### src/design/vfve_pkg.sv
// Shared types, constants and the corner table of the voxel face vertex emitter.
package vfve_pkg;

  localparam int CoordBits   = 24;
  localparam int HeightBits  = 8;
  localparam int ColorBits   = 8;
  localparam int GainBits    = 9;
  localparam int GainFrac    = 8;
  localparam int FaceCnt     = 6;
  localparam int VertPerFace = 6;
  localparam int FaceBits    = 3;
  localparam int VtxBits     = $clog2(VertPerFace);
  localparam int CfgIdxBits  = 2;
  localparam int FifoDepth   = 2;
  localparam int PtrBits     = (FifoDepth > 1) ? $clog2(FifoDepth) : 1;
  localparam int CntBits     = $clog2(FifoDepth + 1);

  // Configuration register indexes
  localparam logic [CfgIdxBits-1:0] REG_GAIN_TOP         = 2'd0;
  localparam logic [CfgIdxBits-1:0] REG_GAIN_BOTTOM      = 2'd1;
  localparam logic [CfgIdxBits-1:0] REG_GAIN_EAST_WEST   = 2'd2;
  localparam logic [CfgIdxBits-1:0] REG_GAIN_NORTH_SOUTH = 2'd3;

  localparam logic [GainBits-1:0] GAIN_TOP_RST         = 9'd256;
  localparam logic [GainBits-1:0] GAIN_BOTTOM_RST      = 9'd128;
  localparam logic [GainBits-1:0] GAIN_EAST_WEST_RST   = 9'd205;
  localparam logic [GainBits-1:0] GAIN_NORTH_SOUTH_RST = 9'd179;

  // Face codes, also the bit order of open_faces
  localparam logic [FaceBits-1:0] FACE_TOP    = 3'd0;
  localparam logic [FaceBits-1:0] FACE_BOTTOM = 3'd1;
  localparam logic [FaceBits-1:0] FACE_EAST   = 3'd2;
  localparam logic [FaceBits-1:0] FACE_WEST   = 3'd3;
  localparam logic [FaceBits-1:0] FACE_SOUTH  = 3'd4;
  localparam logic [FaceBits-1:0] FACE_NORTH  = 3'd5;

  // Corner offsets per face and vertex: bit0 dx, bit1 dy, bit2 dz
  localparam logic [2:0] CORNER_TAB [FaceCnt][VertPerFace] = '{
    '{3'd2, 3'd3, 3'd7, 3'd2, 3'd7, 3'd6},
    '{3'd0, 3'd5, 3'd1, 3'd0, 3'd4, 3'd5},
    '{3'd1, 3'd3, 3'd7, 3'd1, 3'd7, 3'd5},
    '{3'd0, 3'd6, 3'd2, 3'd0, 3'd4, 3'd6},
    '{3'd4, 3'd7, 3'd5, 3'd4, 3'd6, 3'd7},
    '{3'd0, 3'd1, 3'd3, 3'd0, 3'd3, 3'd2}
  };

  typedef struct packed {
    logic signed [CoordBits-1:0]  pos_x;
    logic        [HeightBits-1:0] pos_y;
    logic signed [CoordBits-1:0]  pos_z;
    logic                         solid;
    logic        [FaceCnt-1:0]    open_faces;
    logic        [ColorBits-1:0]  red_in;
    logic        [ColorBits-1:0]  green_in;
    logic        [ColorBits-1:0]  blue_in;
  } in_item_t;

  typedef struct packed {
    logic signed [CoordBits-1:0]  vert_x;
    logic        [HeightBits:0]   vert_y;
    logic signed [CoordBits-1:0]  vert_z;
    logic        [ColorBits-1:0]  red_out;
    logic        [ColorBits-1:0]  green_out;
    logic        [ColorBits-1:0]  blue_out;
    logic        [FaceBits-1:0]   face_id;
    logic                         last_vertex;
  } out_item_t;

  // Queued voxel with at least one open face
  typedef struct packed {
    logic signed [CoordBits-1:0]  pos_x;
    logic        [HeightBits-1:0] pos_y;
    logic signed [CoordBits-1:0]  pos_z;
    logic        [FaceCnt-1:0]    open_faces;
    logic        [ColorBits-1:0]  red;
    logic        [ColorBits-1:0]  green;
    logic        [ColorBits-1:0]  blue;
  } job_t;

  typedef struct packed {
    logic [GainBits-1:0] top;
    logic [GainBits-1:0] bottom;
    logic [GainBits-1:0] east_west;
    logic [GainBits-1:0] north_south;
  } gains_t;

  typedef enum logic [1:0] {
    BK_IDLE,
    BK_PICK,
    BK_EMIT
  } bk_state_t;

endpackage

### src/design/voxel_face_vertex_emitter.sv
// Top level of the voxel face vertex emitter: gain registers, front end, queue, sequencer.
//
//   channel  ports                          payload          direction
//   in       in_valid / in_ready            in_data (voxel)  into block
//   out      out_valid / out_ready          out_data (vertex) out of block
//   cfg      cfg_we, cfg_idx                cfg_data (gain)  into block
//
// In the sequencer a voxel with F open faces is first taken from the queue (BK_IDLE),
// then per face the gain multiply runs (BK_PICK) and six vertices are sent (BK_EMIT).
// Air and hidden voxels are dropped in the front end and use no sequencer time.
// Reset is synchronous, active low; it empties the queue and restores the default gains.
// A stalled output holds the sequencer; the front end and queue keep taking voxels
// until the queue fills.
module voxel_face_vertex_emitter (
  input  logic                                clk,
  input  logic                                rst_n,
  input  logic                                in_valid,
  output logic                                in_ready,
  input  vfve_pkg::in_item_t                  in_data,
  output logic                                out_valid,
  input  logic                                out_ready,
  output vfve_pkg::out_item_t                 out_data,
  input  logic                                cfg_we,
  input  logic [vfve_pkg::CfgIdxBits-1:0]     cfg_idx,
  input  logic [vfve_pkg::GainBits-1:0]       cfg_data
);

  vfve_pkg::gains_t gains_r, gains_nxt;
  logic             push;
  vfve_pkg::job_t   push_data;
  logic             q_full;
  logic             q_valid;
  vfve_pkg::job_t   q_data;
  logic             pop;

  always_comb begin
    gains_nxt = gains_r;
    if (cfg_we) begin
      case (cfg_idx)
        vfve_pkg::REG_GAIN_TOP:         gains_nxt.top         = cfg_data;
        vfve_pkg::REG_GAIN_BOTTOM:      gains_nxt.bottom      = cfg_data;
        vfve_pkg::REG_GAIN_EAST_WEST:   gains_nxt.east_west   = cfg_data;
        vfve_pkg::REG_GAIN_NORTH_SOUTH: gains_nxt.north_south = cfg_data;
        default:                        gains_nxt             = gains_r;
      endcase
    end
  end

  always_ff @(posedge clk) begin
    if (!rst_n) begin
      gains_r.top         <= vfve_pkg::GAIN_TOP_RST;
      gains_r.bottom      <= vfve_pkg::GAIN_BOTTOM_RST;
      gains_r.east_west   <= vfve_pkg::GAIN_EAST_WEST_RST;
      gains_r.north_south <= vfve_pkg::GAIN_NORTH_SOUTH_RST;
    end else begin
      gains_r <= gains_nxt;
    end
  end

  vfve_front u_front (
    .clk       (clk),
    .rst_n     (rst_n),
    .in_valid  (in_valid),
    .in_ready  (in_ready),
    .in_data   (in_data),
    .push      (push),
    .push_data (push_data),
    .q_full    (q_full)
  );

  vfve_fifo u_fifo (
    .clk       (clk),
    .rst_n     (rst_n),
    .push      (push),
    .push_data (push_data),
    .full      (q_full),
    .pop       (pop),
    .q_valid   (q_valid),
    .q_data    (q_data)
  );

  vfve_back u_back (
    .clk       (clk),
    .rst_n     (rst_n),
    .gains     (gains_r),
    .q_valid   (q_valid),
    .q_data    (q_data),
    .pop       (pop),
    .out_valid (out_valid),
    .out_ready (out_ready),
    .out_data  (out_data)
  );

endmodule

### src/design/vfve_front.sv
// Front end: accepts voxels, drops air and hidden ones, stages the rest for the queue.
module vfve_front (
  input  logic              clk,
  input  logic              rst_n,
  input  logic              in_valid,
  output logic              in_ready,
  input  vfve_pkg::in_item_t in_data,
  output logic              push,
  output vfve_pkg::job_t    push_data,
  input  logic              q_full
);

  logic           fr_valid_r, fr_valid_nxt;
  vfve_pkg::job_t fr_job_r, fr_job_nxt;
  logic           in_fire;
  logic           keep;

  assign push     = fr_valid_r && !q_full;
  assign in_ready = !fr_valid_r || !q_full;
  assign in_fire  = in_valid && in_ready;
  assign keep     = in_data.solid && (in_data.open_faces != '0);
  assign push_data = fr_job_r;

  always_comb begin
    fr_valid_nxt = fr_valid_r && !push;
    fr_job_nxt   = fr_job_r;
    if (in_fire) begin
      // air and fully hidden voxels produce no vertices: drop them here
      fr_valid_nxt          = keep;
      fr_job_nxt.pos_x      = in_data.pos_x;
      fr_job_nxt.pos_y      = in_data.pos_y;
      fr_job_nxt.pos_z      = in_data.pos_z;
      fr_job_nxt.open_faces = in_data.open_faces;
      fr_job_nxt.red        = in_data.red_in;
      fr_job_nxt.green      = in_data.green_in;
      fr_job_nxt.blue       = in_data.blue_in;
    end
  end

  always_ff @(posedge clk) begin
    if (!rst_n) begin
      fr_valid_r <= 1'b0;
    end else begin
      fr_valid_r <= fr_valid_nxt;
    end
    fr_job_r <= fr_job_nxt;
  end

  assert property (@(posedge clk) disable iff (!rst_n)
    fr_valid_r |-> (fr_job_r.open_faces != '0))
    else $error("front staged a voxel with no open face");

  assert property (@(posedge clk) disable iff (!rst_n)
    (fr_valid_r && q_full) |=> (fr_valid_r && $stable(fr_job_r)))
    else $error("front lost a staged voxel while the queue was full");

  assert property (@(posedge clk) disable iff (!rst_n)
    (in_fire && !keep && !fr_valid_r) |=> !fr_valid_r)
    else $error("front staged a dropped voxel");

endmodule

### src/design/vfve_fifo.sv
// Short voxel queue between the front end and the vertex sequencer.
module vfve_fifo (
  input  logic           clk,
  input  logic           rst_n,
  input  logic           push,
  input  vfve_pkg::job_t push_data,
  output logic           full,
  input  logic           pop,
  output logic           q_valid,
  output vfve_pkg::job_t q_data
);

  vfve_pkg::job_t                     mem_r [vfve_pkg::FifoDepth];
  logic [vfve_pkg::PtrBits-1:0]       wr_ptr_r, wr_ptr_nxt;
  logic [vfve_pkg::PtrBits-1:0]       rd_ptr_r, rd_ptr_nxt;
  logic [vfve_pkg::CntBits-1:0]       cnt_r, cnt_nxt;
  logic                               do_push, do_pop;

  assign full    = (cnt_r == vfve_pkg::CntBits'(vfve_pkg::FifoDepth));
  assign q_valid = (cnt_r != '0);
  assign q_data  = mem_r[rd_ptr_r];
  assign do_push = push && !full;
  assign do_pop  = pop && q_valid;

  always_comb begin
    wr_ptr_nxt = wr_ptr_r;
    rd_ptr_nxt = rd_ptr_r;
    cnt_nxt    = cnt_r;
    if (do_push) begin
      wr_ptr_nxt = (wr_ptr_r == vfve_pkg::PtrBits'(vfve_pkg::FifoDepth - 1))
                   ? '0 : wr_ptr_r + 1'b1;
    end
    if (do_pop) begin
      rd_ptr_nxt = (rd_ptr_r == vfve_pkg::PtrBits'(vfve_pkg::FifoDepth - 1))
                   ? '0 : rd_ptr_r + 1'b1;
    end
    if (do_push && !do_pop) begin
      cnt_nxt = cnt_r + 1'b1;
    end else if (do_pop && !do_push) begin
      cnt_nxt = cnt_r - 1'b1;
    end
  end

  always_ff @(posedge clk) begin
    if (!rst_n) begin
      wr_ptr_r <= '0;
      rd_ptr_r <= '0;
      cnt_r    <= '0;
    end else begin
      wr_ptr_r <= wr_ptr_nxt;
      rd_ptr_r <= rd_ptr_nxt;
      cnt_r    <= cnt_nxt;
    end
    if (do_push) begin
      mem_r[wr_ptr_r] <= push_data;
    end
  end

  assert property (@(posedge clk) disable iff (!rst_n)
    cnt_r <= vfve_pkg::CntBits'(vfve_pkg::FifoDepth))
    else $error("queue count beyond depth");

  assert property (@(posedge clk) disable iff (!rst_n)
    (cnt_r == '0) |-> (rd_ptr_r == wr_ptr_r))
    else $error("queue pointers disagree on empty");

  assert property (@(posedge clk) disable iff (!rst_n)
    full |-> (rd_ptr_r == wr_ptr_r))
    else $error("queue pointers disagree on full");

endmodule

### src/design/vfve_back.sv
// Vertex sequencer: walks open faces, scales colour per face, emits six vertices each.
module vfve_back (
  input  logic                clk,
  input  logic                rst_n,
  input  vfve_pkg::gains_t    gains,
  input  logic                q_valid,
  input  vfve_pkg::job_t      q_data,
  output logic                pop,
  output logic                out_valid,
  input  logic                out_ready,
  output vfve_pkg::out_item_t out_data
);

  localparam int ProdBits = vfve_pkg::ColorBits + vfve_pkg::GainBits;

  vfve_pkg::bk_state_t                 state_r, state_nxt;
  vfve_pkg::job_t                      job_r, job_nxt;
  logic [vfve_pkg::FaceCnt-1:0]        faces_left_r, faces_left_nxt;
  logic [vfve_pkg::FaceBits-1:0]       face_r, face_nxt;
  logic [vfve_pkg::VtxBits-1:0]        vtx_r, vtx_nxt;
  logic [vfve_pkg::ColorBits-1:0]      red_r, red_nxt;
  logic [vfve_pkg::ColorBits-1:0]      green_r, green_nxt;
  logic [vfve_pkg::ColorBits-1:0]      blue_r, blue_nxt;
  logic                                out_valid_r, out_valid_nxt;
  vfve_pkg::out_item_t                 out_data_r, out_data_nxt;

  logic [vfve_pkg::FaceBits-1:0]       pick;
  logic [vfve_pkg::GainBits-1:0]       gain_sel;
  logic [2:0]                          corner;
  logic                                load;
  logic                                face_done;

  function automatic logic [vfve_pkg::ColorBits-1:0] scale_ch(
    input logic [vfve_pkg::ColorBits-1:0] ch,
    input logic [vfve_pkg::GainBits-1:0]  g
  );
    logic [ProdBits-1:0]                       prod;
    logic [ProdBits-vfve_pkg::GainFrac-1:0]    shr;
    prod = ProdBits'(ch) * ProdBits'(g);
    shr  = prod[ProdBits-1:vfve_pkg::GainFrac];
    // saturate when the gain pushes the channel past full scale
    if (shr > (ProdBits-vfve_pkg::GainFrac)'({vfve_pkg::ColorBits{1'b1}})) begin
      return {vfve_pkg::ColorBits{1'b1}};
    end
    return shr[vfve_pkg::ColorBits-1:0];
  endfunction

  // lowest open face first: top, bottom, east, west, south, north
  always_comb begin
    pick = '0;
    for (int i = vfve_pkg::FaceCnt - 1; i >= 0; i--) begin
      if (faces_left_r[i]) begin
        pick = vfve_pkg::FaceBits'(i);
      end
    end
  end

  always_comb begin
    case (pick)
      vfve_pkg::FACE_TOP:    gain_sel = gains.top;
      vfve_pkg::FACE_BOTTOM: gain_sel = gains.bottom;
      vfve_pkg::FACE_EAST,
      vfve_pkg::FACE_WEST:   gain_sel = gains.east_west;
      default:               gain_sel = gains.north_south;
    endcase
  end

  assign corner    = vfve_pkg::CORNER_TAB[face_r][vtx_r];
  assign load      = (state_r == vfve_pkg::BK_EMIT) && (!out_valid_r || out_ready);
  assign face_done = (vtx_r == vfve_pkg::VtxBits'(vfve_pkg::VertPerFace - 1));

  always_comb begin
    state_nxt      = state_r;
    job_nxt        = job_r;
    faces_left_nxt = faces_left_r;
    face_nxt       = face_r;
    vtx_nxt        = vtx_r;
    red_nxt        = red_r;
    green_nxt      = green_r;
    blue_nxt       = blue_r;
    out_valid_nxt  = out_valid_r && !out_ready;
    out_data_nxt   = out_data_r;
    pop            = 1'b0;
    case (state_r)
      vfve_pkg::BK_IDLE: begin
        if (q_valid) begin
          pop            = 1'b1;
          job_nxt        = q_data;
          faces_left_nxt = q_data.open_faces;
          state_nxt      = vfve_pkg::BK_PICK;
        end
      end
      vfve_pkg::BK_PICK: begin
        face_nxt       = pick;
        faces_left_nxt = faces_left_r & ~(vfve_pkg::FaceCnt'(1) << pick);
        red_nxt        = scale_ch(job_r.red, gain_sel);
        green_nxt      = scale_ch(job_r.green, gain_sel);
        blue_nxt       = scale_ch(job_r.blue, gain_sel);
        vtx_nxt        = '0;
        state_nxt      = vfve_pkg::BK_EMIT;
      end
      vfve_pkg::BK_EMIT: begin
        if (load) begin
          out_valid_nxt            = 1'b1;
          // x and z wrap at the top of their range like a plain adder; y has a spare bit
          out_data_nxt.vert_x      = job_r.pos_x +
                                     {{(vfve_pkg::CoordBits-1){1'b0}}, corner[0]};
          out_data_nxt.vert_y      = {1'b0, job_r.pos_y} +
                                     {{vfve_pkg::HeightBits{1'b0}}, corner[1]};
          out_data_nxt.vert_z      = job_r.pos_z +
                                     {{(vfve_pkg::CoordBits-1){1'b0}}, corner[2]};
          out_data_nxt.red_out     = red_r;
          out_data_nxt.green_out   = green_r;
          out_data_nxt.blue_out    = blue_r;
          out_data_nxt.face_id     = face_r;
          out_data_nxt.last_vertex = face_done && (faces_left_r == '0);
          vtx_nxt                  = vtx_r + 1'b1;
          if (face_done) begin
            state_nxt = (faces_left_r == '0) ? vfve_pkg::BK_IDLE : vfve_pkg::BK_PICK;
          end
        end
      end
      default: begin
        state_nxt = vfve_pkg::BK_IDLE;
      end
    endcase
  end

  always_ff @(posedge clk) begin
    if (!rst_n) begin
      state_r     <= vfve_pkg::BK_IDLE;
      out_valid_r <= 1'b0;
    end else begin
      state_r     <= state_nxt;
      out_valid_r <= out_valid_nxt;
    end
    job_r        <= job_nxt;
    faces_left_r <= faces_left_nxt;
    face_r       <= face_nxt;
    vtx_r        <= vtx_nxt;
    red_r        <= red_nxt;
    green_r      <= green_nxt;
    blue_r       <= blue_nxt;
    out_data_r   <= out_data_nxt;
  end

  assign out_valid = out_valid_r;
  assign out_data  = out_data_r;

  assert property (@(posedge clk) disable iff (!rst_n)
    pop |-> (q_data.open_faces != '0))
    else $error("queued voxel has no open face");

  assert property (@(posedge clk) disable iff (!rst_n)
    (state_r == vfve_pkg::BK_PICK) |-> (faces_left_r != '0))
    else $error("face pick with no face left");

  assert property (@(posedge clk) disable iff (!rst_n)
    (state_r == vfve_pkg::BK_EMIT) |->
      (vtx_r < vfve_pkg::VtxBits'(vfve_pkg::VertPerFace)))
    else $error("vertex counter past end of face");

  assert property (@(posedge clk) disable iff (!rst_n)
    (load && out_data_nxt.last_vertex) |=> (state_r == vfve_pkg::BK_IDLE))
    else $error("last vertex sent but sequencer still busy");

endmodule
### config.mk
export PLATFORM = sky130hd
export DESIGN_NAME = voxel_face_vertex_emitter
export DESIGN_NICKNAME = d
export VERILOG_FILES = /design/src/design/vfve_pkg.sv /design/src/design/voxel_face_vertex_emitter.sv /design/src/design/vfve_front.sv /design/src/design/vfve_fifo.sv /design/src/design/vfve_back.sv
export SDC_FILE = /design/constraint.sdc
export NUM_CORES = 1
export LEC_CHECK = 0
export ABC_AREA = 1
export ABC_CLOCK_PERIOD_IN_PS = 12460
export BUFFER_PORTS_ARGS = -buffer_cell sky130_fd_sc_hd__buf_4
export CORE_UTILIZATION = 50
export DETAILED_ROUTE_END_ITERATION = 7
export GPL_TIMING_DRIVEN = 1
export PLACE_DENSITY = 0.68
export SLEW_MARGIN = 40
export SYNTH_ARGS = -nofsm -noshare
export SYNTH_HDL_FRONTEND = slang
export SYNTH_HIERARCHICAL = 1
export SYNTH_SLANG_ARGS = --single-unit
### constraint.sdc
create_clock -name clk -period 12.46 [get_ports clk]
set_input_delay 0.623 -clock clk [delete_from_list [all_inputs] [get_ports clk]]
set_output_delay 0.623 -clock clk [all_outputs]
set_load 0.03 [all_outputs]
==> results of run 1 <==
==> layout make-up <==
| type | count | area [um^2] |
|---|---|---|
| repair buffers | 205 | 1570 |
| fillers | 4104 | 21000 |
| multi-input cells | 1244 | 9460 |
| flip-flops and latches | 504 | 14700 |
| clock buffers | 62 | 1320 |
| clock inverters | 30 | 322 |
| inverters | 292 | 1100 |
| well taps | 672 | 841 |
==> report_power, final <==
group | leakage, nW | switching, mW | internal [mW]
logic | 7.07 | 2.48 | 1.43
clock network | 0.798 | 0.639 | 0.862
registers | 4.62 | 0.105 | 2.23
total | 12.5 | 3.23 | 4.52
==> worst paths after layout <==
path                                          from  slack [ns]                               to  depth (start not counted)
setup / recovery  u_back/faces_left_r[2]$_DFFE_PP_        6.25  u_back/green_r[7]$_SDFFCE_PN1P_                         27
hold / removal                         in_data[36]        0.20  u_front/push_data[35]$_DFFE_PP_                          1
setup reg to reg  u_back/faces_left_r[2]$_DFFE_PP_        6.25  u_back/green_r[7]$_SDFFCE_PN1P_                         27
hold reg to reg     u_back/blue_r[3]$_SDFFCE_PN1P_        0.42     u_back/out_data[7]$_DFFE_PP_                          0
==> flip-flops by register name, summed over array words and instances, names as in the netlist, named ones only <==
signal,count
u_back/state_r,2
u_fifo/rd_ptr_r,1
u_back/face_r,3
u_back/faces_left_r,6
u_back/green_r,8
u_back/job_r,80
u_back/out_data,85
u_back/red_r,8
u_back/blue_r,8
u_back/vtx_r,3
u_front/push_data,86
u_fifo/mem_r,172
u_fifo/wr_ptr_r,1
u_fifo/cnt_r,2
u_front/fr_valid_r,1
u_back/out_valid,1
gains_r,36
==> kinds of logic (layout without fill, tap and decap cells) <==
kind of cell | Yosys count | in the layout | synth area share
mux | 86 | 86 | 0.0438
xor+xnor | 66 | 66 | 0.0234
fa+ha+maj | 242 | 242 | 0.155
simple gates | 728 | 728 | 0.121
flops | 504 | 504 | 0.576
buf+inv | 334 | 589 | 0.0549
compound gates | 122 | 122 | 0.0266
==> cells in the mapped netlist (4+ instances only) <==
cell type	count
xor2_1	45
clkbuf_1	18
buf_12	4
a21oi_1	59
buf_6	7
ha_1	119
inv_1	283
nor3_1	14
nor2_1	293
xnor2_1	20
inv_2	7
dfxtp_1	45
mux2_4	40
nor3_2	6
o21ai_0	36
nand3_1	73
a31oi_1	4
edfxtp_1	459
buf_2	8
fa_1	123
nand2_1	279
nand4_1	31
o21a_1	7
mux2_2	46
nand2_2	8
==> metal layers <==
metal	global-route usage	vias to the layer above	wire length (um)
li1	-	7398	-
met1	0.266	7514	22300
met2	0.336	464	24800
met3	0.0495	108	3710
met4	0.0663	10	1390
met5	0	-	60
==> through the flow <==
stage / hold WS (ns) / util / cell area [um^2] / cells / power (mW)
after floorplan: 0.400 / - / 25500 / 2082 / 5.31
after global placement: 0.403 / 0.549 / 27600 / 2916 / 6.22
after detailed placement: 0.405 / 0.550 / 27600 / 2916 / 6.28
after CTS: 0.158 / 0.582 / 29300 / 3008 / 7.83
after global routing: 0.166 / 0.583 / 29300 / 3009 / 8.46
final: 0.196 / 0.583 / 29300 / 3009 / 7.75
==> worst max-delay path: stages, from the launching register on <==
cell and delay (ns):
edfxtp_1 0.41, inv_2 0.09, nand2_1 0.10, nor3_2 0.19, nand2_2 0.25, nand2_1 0.12, inv_1 0.05, nand2_1 0.05
inv_1 0.03, nand2_1 0.16, nand2_1 0.46, inv_1 0.25, nand2_1 0.10, fa_1 0.45, inv_1 0.11, fa_1 0.46
fa_1 0.55, inv_1 0.06, fa_1 0.54, inv_1 0.05, ha_1 0.36, a21oi_1 0.20, o21a_1 0.18, nor2_1 0.05
a2111oi_0 0.42, nand3_1 0.14, nand2_1 0.09, nand2_1 0.04
==> results.ini, run 1 <==
[timing]
max_freq_mhz = 161
post-route-min-period_ns = 6.21
finClkSkew_ns = 0.0202
setup_violations = 0
slew-limit-headroom = 0.461
tightest_slew_ns = 0.808
worst_slack_ns = 6.25
finalSetupTns_ns = 0
slew_viol_final = 0
period_share = 0.498
rsz0062_at_grt = false
hold_viol = 0

[worst_hold_path]
hold_class = in -> reg

[clocking]
cts_resized = 0
h-tree-depth = 2
cts_setup_buffers = 0
cts_sinks = 504
clock_latency_ns = 0.60
clk_path_buf_depth = 3
cts_hold_buf = 0
cts.clk_slew.worst_paths_ns = 0.06
root_buffer = clkbuf_16
cts_tree = built
cts_made_buffers = 51

[placed_design]
place.detailed.hpwl_um = 36900
dpl_worst_slack_ns = 6.32
io_buffers = 189
gp_congestion = 0.889

[global_route]
track_usage = 0.204
grt_max_degree = 65
grt_pass1_wl_um = 83300
antenna_found_initial = 5
grt_overflow_total = 0
grt_pass1_vias = 16075

[drt]
dr.pass1.iters = 5
antenna_left = 0
vias = 15494
via_per_inst = 5.15
drt_iter0_markers = 988
drc = 0
wl_per_cell_um = 17.4
drt_wl_total_um = 52300

[layout]
layout_commonest_cell = edfxtp_1
nets = 2643
area_growth_syn_to_layout_pct = 14.8
diodes = 0
final_cell_mix = 459 x edfxtp_1, 289 x nor2_1, 283 x inv_1, 279 x nand2_1, 201 x buf_4
drive_gt1_frac = 0.175

[logic_synthesis]
syn_avg_cell_area_um2 = 12.3
synth_edf_count = 459
synth_top_cell_area_share = 0.540
synth_warnings = 6
syn-cell-area_mm2 = 0.0255
yosysUniqueCellTypes = 52
yosysTopAreaCell = edfxtp_1
mappedNetlistNets = 2427
synthCells = 2082
yosys_register_bits = 504
ys.flop_type = edfxtp_1
synthTopCellsByArea = edfxtp_1 54%, fa_1 9.7%, ha_1 5.8%, nor2_1 4.3%, inv_1 4.2%
ys_seq_area_frac = 0.576
synth-async-reset-ratio = 0

[floorplanning]
die_height_um = 228
pin_count = 190
rows = 82
die-area_mm2 = 0.0519
die_x_um = 228
core_area_mm2 = 0.0503
initial_utilization = 0.507

[power]
p_leak_nw = 12.5
powerDensity_mw_per_mm2 = 265
peakVddDrop_mv = 0.167

[critical_path]
crit_path_start_kind = flop
end_kind = flop
crit_type = reg -> reg
cp_data_arrival_time_ns = 6.55
crit_required_ns = 12.80
cp_max_fo = 19

[status]
outcome = completed

[flow_run]
max_cap_violations = 0

Power figures use the tool's default switching activity.
==> run 2: changes to the inputs <==
Settings changed: ABC_AREA 1 to 0, ABC_CLOCK_PERIOD_IN_PS 12460 to 6350.
Clock period 12.46 ns to 6.35 ns, I/O delays scaled along.
==> run 2 against run 1 <==
Compared with the run above: sequential power increased by 94%; worst setup slack got worse by 6.1 ns; die area fell by 0.78%; largest cell class unchanged; hold slack worse by 0.15 ns; cell count down 5.4%; sequential share of layout area shrank 2.8 points; combinational power is 61% higher; largest power group unchanged; critical path type unchanged; utilization rose by 3.6 points.
==> results.ini, run 2 <==
[drt]
drt_iter0_markers = 898  ; -9.1%
antenna_left = 0  ; unchanged
dr.pass1.iters = 7  ; +2
wl_per_cell_um = 18.0  ; +3.7%
via_per_inst = 5.18  ; +0.66%
drt_wl_total_um = 51300  ; -1.9%
drc = 0  ; unchanged
vias = 14751  ; -4.8%

[layout]
largest_register = u_fifo/mem_r
nets = 2478  ; -6.2%
stdcell_count = 2846  ; -5.4%
drive_gt1_frac = 0.229  ; +0.0540
layout_commonest_cell = edfxtp_1
largest_reg_flops = 172  ; unchanged
area_growth_syn_to_layout_pct = 22.5
final_cell_mix = 459 x edfxtp_1, 241 x buf_4, 156 x inv_1, 142 x and2_1, 120 x fa_1

[critical_path]
end_kind = flop
crit_family = adder cells
cp_max_fo = 7  ; -12
slowest_delay_ns = 0.56  ; about the same
cp_cell_sequence = nand2b_4 > a21oi_4 > o21ba_4 > buf_6 > mux2i_1 > nor3_1 > a221o_2 > buf_6 > clkbuf_16 > nand2_2 > fa_1 > fa_1 > inv_1 > fa_1 > fa_1 > ha_4 > nand4_1 > nor4_4 > a32oi_2 > buf_4 > o21a_1 > o211ai_1 > buf_4 > nand2_1
crit_cells = 24  ; -11%
crit_required_ns = 6.68  ; -6.12 ns
crit_type = reg -> reg
critPathBufInv = 6  ; -1
critPathSlowestCell = fa_1
worst_path_most_repeated_cell = fa_1
reg2reg_depth = 24  ; -11%
cp_data_arrival_time_ns = 6.57  ; +0.02 ns
crit_path_start_kind = flop

[logic_synthesis]
synth-compound-area-share = 0.0344  ; +0.00777
mappedNetlistNets = 2121  ; -13%
muxShareOfSynthArea = 0.0607  ; +0.0169
ys.flop_type = edfxtp_1
synthTopCellsByArea = edfxtp_1 54%, fa_1 9.7%, ha_1 5.9%, and2_1 3.6%, dfxtp_1 3.6%
synthCells = 1776  ; -15%
post-synth-top-count-cell = edfxtp_1
synth_fa_ha_area_frac = 0.156  ; +0.00122
yosys_register_bits = 504  ; unchanged
synth_warnings = 6  ; unchanged
yosysTopAreaCell = edfxtp_1
synth-simple-area-share = 0.107  ; -0.0135
synth_top_family_by_area = adder cells
synth.top_cells.by_count = 459 x edfxtp_1, 159 x inv_1, 146 x and2_1
syn-cell-area_mm2 = 0.0253  ; -0.78%
synth-async-reset-ratio = 0  ; unchanged
yosysUniqueCellTypes = 71  ; +37%
syn_avg_cell_area_um2 = 14.3  ; +16%
synth_top_cell_area_share = 0.545  ; +0.00427
synthXorXnorAreaFrac = 0.0253  ; +0.00187
ys_seq_area_frac = 0.580  ; +0.00455
synth_edf_count = 459  ; unchanged

[power]
powerDensity_mw_per_mm2 = 446  ; +68%
p_leak_nw = 12.5  ; +0.21%
power_mw = 13.8  ; +78%
peakVddDrop_mv = 0.341  ; +100%

[clocking]
cts.clk_slew.worst_paths_ns = 0.06  ; about the same
h-tree-depth = 2  ; unchanged
cts_tree = built
clock_latency_ns = 0.59  ; about the same
cts_made_buffers = 50  ; -2.0%
root_buffer = clkbuf_16
clk_path_buf_depth = 3  ; unchanged
cts_sinks = 504  ; unchanged

[global_route]
grt_max_degree = 82  ; +26%
grt_pass1_vias = 15040  ; -6.4%
grt_overflow_total = 0  ; unchanged
track_usage = 0.196  ; -0.00855
grt_pass1_wl_um = 78300  ; -6.1%
antenna_found_initial = 7  ; +2

[placed_design]
placed_cells = 2623  ; -10%
place.detailed.hpwl_um = 34000  ; -8.0%
io_buffers = 189  ; unchanged
gp_congestion = 0.896  ; +0.74%

[timing]
slew_viol_final = 0  ; unchanged
tightest_slew_ns = 0.830  ; +0.0224 ns
setup_violations = 0  ; unchanged
finClkSkew_ns = 0.0191  ; -0.00107 ns
max_freq_mhz = 160  ; -0.52%
period_share = 0.983  ; +0.484
hold_ws_ns = 0.0409  ; -0.155 ns
slew-limit-headroom = 0.446  ; -0.0149
post-route-min-period_ns = 6.24  ; +0.0323 ns
finalSetupTns_ns = 0  ; unchanged
hold_viol = 0  ; unchanged

[floorplanning]
initial_utilization = 0.506  ; -0.00192
rows = 82  ; unchanged
pin_count = 190  ; unchanged
die_x_um = 227  ; -0.39%
die-area_mm2 = 0.0515  ; -0.78%
die_height_um = 227  ; -0.39%
core_area_mm2 = 0.0501  ; -0.41%

[status]
outcome = completed

[flow_run]
max_cap_violations = 0  ; unchanged

[worst_hold_path]
hold_class = in -> reg
holdPathStages = 3  ; +2

[run 2: layout make-up]
type                    count  area (um^2)
diodes                      4         10.0
flip-flops and latches    504        14700
multi-input cells        1061        10100
well taps                 672          841
clock inverters            25          297
repair buffers            356         3120
fillers                  3820        19100
clock buffers              64         1370
inverters                 160          601
[run 2: worst paths after layout]
path	to	slack (ns)	from
max	u_back/green_r[6]$_SDFFCE_PN1P_	0.11	u_back/faces_left_r[4]$_DFFE_PP_
min	gains_r[12]$_SDFFE_PN1P_	0.04	cfg_data[3]
max reg2reg	u_back/green_r[6]$_SDFFCE_PN1P_	0.11	u_back/faces_left_r[4]$_DFFE_PP_
min reg2reg	u_back/out_data[18]$_DFFE_PP_	0.42	u_back/green_r[6]$_SDFFCE_PN1P_
[run 2: kinds of logic after synthesis]
logic type / count (synthesis)
compound gates: 126
xor+xnor: 73
fa+ha+maj: 242
buf+inv: 212
flops: 504
mux: 127
simple gates: 492
[run 2: metrics by stage]
| step | worst slack (ns) | util | instance area (um^2) |
|---|---|---|---|
| global placement | 0.0910 | 0.552 | 27700 |
| global route | -0.0954 | 0.619 | 31000 |
| detailed placement | -0.0703 | 0.552 | 27700 |
| floorplan | -0.00859 | - | 25300 |
| CTS | 0.0359 | 0.604 | 30300 |
| finish | 0.111 | 0.619 | 31000 |
[run 2: repair_timing]
item	CTS	global route
endpoints found under the setup margin	17	24
pin swaps	1	54
cloned	0	6
hold buffers	91	0
buffers inserted	1	30
gates resized for setup	6	64
hold endpoints to repair	93	0
[run 2: worst reg2reg max path: stages, from the launching register on]
cell and delay (ns):
edfxtp_1 0.45, nand2b_4 0.19, a21oi_4 0.15, o21ba_4 0.20
buf_6 0.10, mux2i_1 0.19, nor3_1 0.07, a221o_2 0.38
buf_6 0.16, clkbuf_16 0.16, nand2_2 0.07, fa_1 0.44
fa_1 0.52, inv_1 0.06, fa_1 0.56, fa_1 0.47
ha_4 0.29, nand4_1 0.25, nor4_4 0.36, a32oi_2 0.17
buf_4 0.18, o21a_1 0.18, o211ai_1 0.15, buf_4 0.17
nand2_1 0.05
[run 2: routing by layer]
layer  up-vias  global-route usage  share of wire
met5         -                   0        0.00072
met4         6              0.0617          0.024
met3        87              0.0453          0.053
met2       310               0.337           0.51
met1      7381               0.244           0.41
li1       6967                   -              -
[run 2: power by group]
| part | internal (mW) | switching, mW | total [mW] |
|---|---|---|---|
| sequential | 4.27 | 0.263 | 4.54 |
| combinational | 2.86 | 3.45 | 6.31 |
| clock | 1.73 | 1.24 | 2.97 |
| total | 8.86 | 4.96 | 13.8 |
==> run 3: changes to the inputs <==
Settings changed: MAX_ROUTING_LAYER set to met4, PLACE_DENSITY 0.68 to 0.65.
==> run 3 against run 2 <==
Compared with the run above: critical path depth fell by 2; routed wire length is 0.51% lower; register-to-register slack worse by 0.03 ns; cell count rose by 0.21%; flip-flop and latch count unchanged; die area stayed put; worst setup slack worse by 0.026 ns; clock power increased by 1%; highest routed layer is now met4.
==> results.ini, run 3 (same netlist as run 2, synthesis figures left out) <==
[status]
outcome = completed

[power]
p_clk_frac = 0.222  ; +0.007
p_leak_nw = 12.5  ; -0.30%
switching_share = 0.357  ; -0.00176
internal-power_mw = 8.72  ; -1.6%
powerDensity_mw_per_mm2 = 439  ; -1.5%
seq_power_share = 0.335  ; +0.007
p_comb_frac = 0.443  ; -0.014
power_switching_mw = 4.84  ; -2.4%
peakVddDrop_mv = 0.236  ; -31%

[layout]
largest_register = u_fifo/mem_r
area_growth_syn_to_layout_pct = 22.0
fillers = 3823  ; +0.079%
layout_commonest_cell = edfxtp_1
nets = 2476  ; -0.081%
final_cell_mix = 459 x edfxtp_1, 243 x buf_4, 157 x inv_1, 144 x and2_1, 120 x fa_1
drive_gt1_frac = 0.221  ; -0.00732
final_core_util = 0.617  ; -0.00255
postLayoutCellArea_mm2 = 0.0309  ; -0.41%
stdcell_count = 2852  ; +0.21%
largest_reg_flops = 172  ; unchanged

[floorplanning]
die_height_um = 227  ; unchanged
rows = 82  ; unchanged
pin_count = 190  ; unchanged
core_area_mm2 = 0.0501  ; unchanged
initial_utilization = 0.506  ; unchanged
die_x_um = 227  ; unchanged
die-area_mm2 = 0.0515  ; unchanged

[placed_design]
detailed_place.area_mm2 = 0.0277  ; +0.27%
place.detailed.hpwl_um = 34300  ; +0.94%
gp_congestion = 0.884  ; -1.3%
placed_cells = 2634  ; +0.42%
io_buffers = 189  ; unchanged

[clocking]
clk_path_buf_depth = 3  ; unchanged
cts_sinks = 504  ; unchanged
h-tree-depth = 2  ; unchanged
cts_made_buffers = 51  ; +2.0%
cts.clk_slew.worst_paths_ns = 0.06  ; about the same
cts_tree = built
root_buffer = clkbuf_16
clock_latency_ns = 0.60  ; about the same

[drt]
wl_per_cell_um = 17.9  ; -0.72%
dr.pass1.iters = 5  ; -2
vias = 14513  ; -1.6%
drt_wl_total_um = 51000  ; -0.51%
drc = 0  ; unchanged
drt_iter0_markers = 862  ; -4.0%
via_per_inst = 5.09  ; -1.8%
antenna_left = 0  ; unchanged

[worst_hold_path]
min_to = gains_r[12]$_SDFFE_PN1P_
hold_class = in -> reg
hp-start = cfg_data[3]
holdPathStages = 3  ; unchanged

[global_route]
antenna_found_initial = 6  ; -1
track_usage = 0.205  ; +0.00928
grt_pass1_vias = 14937  ; -0.68%
grt_max_degree = 77  ; -6.1%
grt_overflow_total = 0  ; unchanged
grt_pass1_wl_um = 78900  ; +0.81%

[timing]
slew-limit-headroom = 0.461  ; +0.0147
post-route-min-period_ns = 6.27  ; +0.0263 ns
slew_viol_final = 0  ; unchanged
max_freq_mhz = 160  ; -0.42%
period_share = 0.987  ; +0.00414
setup_violations = 0  ; unchanged
finClkSkew_ns = 0.0147  ; -0.00437 ns
hold_ws_ns = 0.0468  ; +0.00592 ns
hold_viol = 0  ; unchanged
tightest_slew_ns = 0.808  ; -0.0221 ns

[critical_path]
critPathSlowestCell = or4_4
cp_max_fo = 23  ; +16
reg2reg_depth = 22  ; -8.3%
timing.rr.start = u_back/faces_left_r[2]$_DFFE_PP_
crit_required_ns = 6.70  ; +0.02 ns
end_kind = flop
slowest_delay_ns = 0.60  ; +0.04 ns
r2r-end = u_back/green_r[1]$_SDFFCE_PN1P_
cp_cell_sequence = or4_4 > nor2_8 > buf_8 > buf_4 > nand2_1 > o41ai_4 > buf_12 > nand2_1 > fa_1 > fa_1 > inv_1 > fa_1 > fa_1 > ha_1 > nand4_1 > nor4_2 > a32oi_1 > buf_4 > o21a_1 > o211ai_1 > buf_4 > nand2_1
r2r_setup_slack_ns = 0.08  ; -0.03 ns
cp_data_arrival_time_ns = 6.62  ; +0.05 ns
crit_path_start_kind = flop
worst_path_most_repeated_cell = fa_1
crit_type = reg -> reg

[flow_run]
max_cap_violations = 0  ; unchanged

[run 3: cell types whose count changed in the layout (fill, tap and decap cells not counted), sizes merged]
cell      change
clkinv        +7
clkbuf        -2
diode         +2
inv           -2
a221o         +1
clkinvlp      +1
mux2          -1
[run 3: how the worst max path moves through the flow]
| stage | to | from | cells after the start |
|---|---|---|---|
| 4_1_cts | u_back/blue_r[7]$_SDFFCE_PN1P_ | u_back/faces_left_r[4]$_DFFE_PP_ | 22 |
| 3_3_place_gp | u_back/red_r[7]$_SDFFCE_PN1P_ | u_back/faces_left_r[4]$_DFFE_PP_ | 22 |
| 6_report | u_back/green_r[1]$_SDFFCE_PN1P_ | u_back/faces_left_r[2]$_DFFE_PP_ | 22 |
| 3_5_place_dp | u_back/red_r[7]$_SDFFCE_PN1P_ | u_back/faces_left_r[2]$_DFFE_PP_ | 19 |
| 5_1_grt | u_back/green_r[5]$_SDFFCE_PN1P_ | u_back/faces_left_r[2]$_DFFE_PP_ | 23 |
| 2_1_floorplan | u_back/red_r[7]$_SDFFCE_PN1P_ | u_back/faces_left_r[1]$_DFFE_PP_ | 22 |
[run 3: power by group through the flow]
stage                     Sequential (mW)  Combinational, mW  Clock [mW]
final                                4.55               6.00        3.01
after floorplan                      4.64               4.02           0
after global placement               4.60               5.43           0
after detailed placement             4.61               5.54           0
after global routing                 4.59               6.86        3.21
after CTS                            4.55               5.65        3.10
[run 3: worst max-delay path, delay by kind of cell, from the launching register on]
kind / cells / cell delay, ns
fa+ha+maj: 5 / 2.43
simple gates: 7 / 1.65
buf+inv: 6 / 0.88
compound gates: 4 / 0.61
flops: 1 / 0.43
[run 3: per-layer routing]
metal	vias to the layer above	wire length, um	track usage	share of wire
met5	-	0	-	0
met4	0	1500	0.0699	0.029
met3	83	2790	0.0412	0.055
met2	327	25200	0.330	0.49
met1	7139	21600	0.260	0.42
li1	6964	-	-	-
[run 3: layout make-up]
| class | count | area, um^2 | share of cell area |
|---|---|---|---|
| Sequential cell | 504 | 14700 | 0.476 |
| Multi-Input combinational cell | 1061 | 9990 | 0.324 |
| Timing Repair Buffer | 353 | 3030 | 0.0980 |
| Clock buffer | 65 | 1380 | 0.0446 |
| Tap cell | 672 | 841 | 0.0272 |
| Inverter | 160 | 601 | 0.0195 |
| Clock inverter | 31 | 332 | 0.0107 |
| Antenna cell | 6 | 15.0 | 0.000486 |
[run 3: per-stage QoR]
stage | TNS, ns | setup WS (ns) | total power, mW
2_1_floorplan | -0.00859 | -0.00859 | 8.66
3_3_place_gp | 0 | 0.155 | 10.0
3_5_place_dp | 0 | 0.0594 | 10.1
4_1_cts | 0 | 0.0607 | 13.3
5_1_grt | -0.935 | -0.132 | 14.7
6_report | 0 | 0.0846 | 13.6
[run 3: what timing repair did]
item / in CTS / in global routing
gates resized for setup: 0 / 50
buffers inserted: 0 / 21
endpoints found under the setup margin: 0 / 24
hold endpoints to repair: 95 / 0
hold buffers: 91 / 0
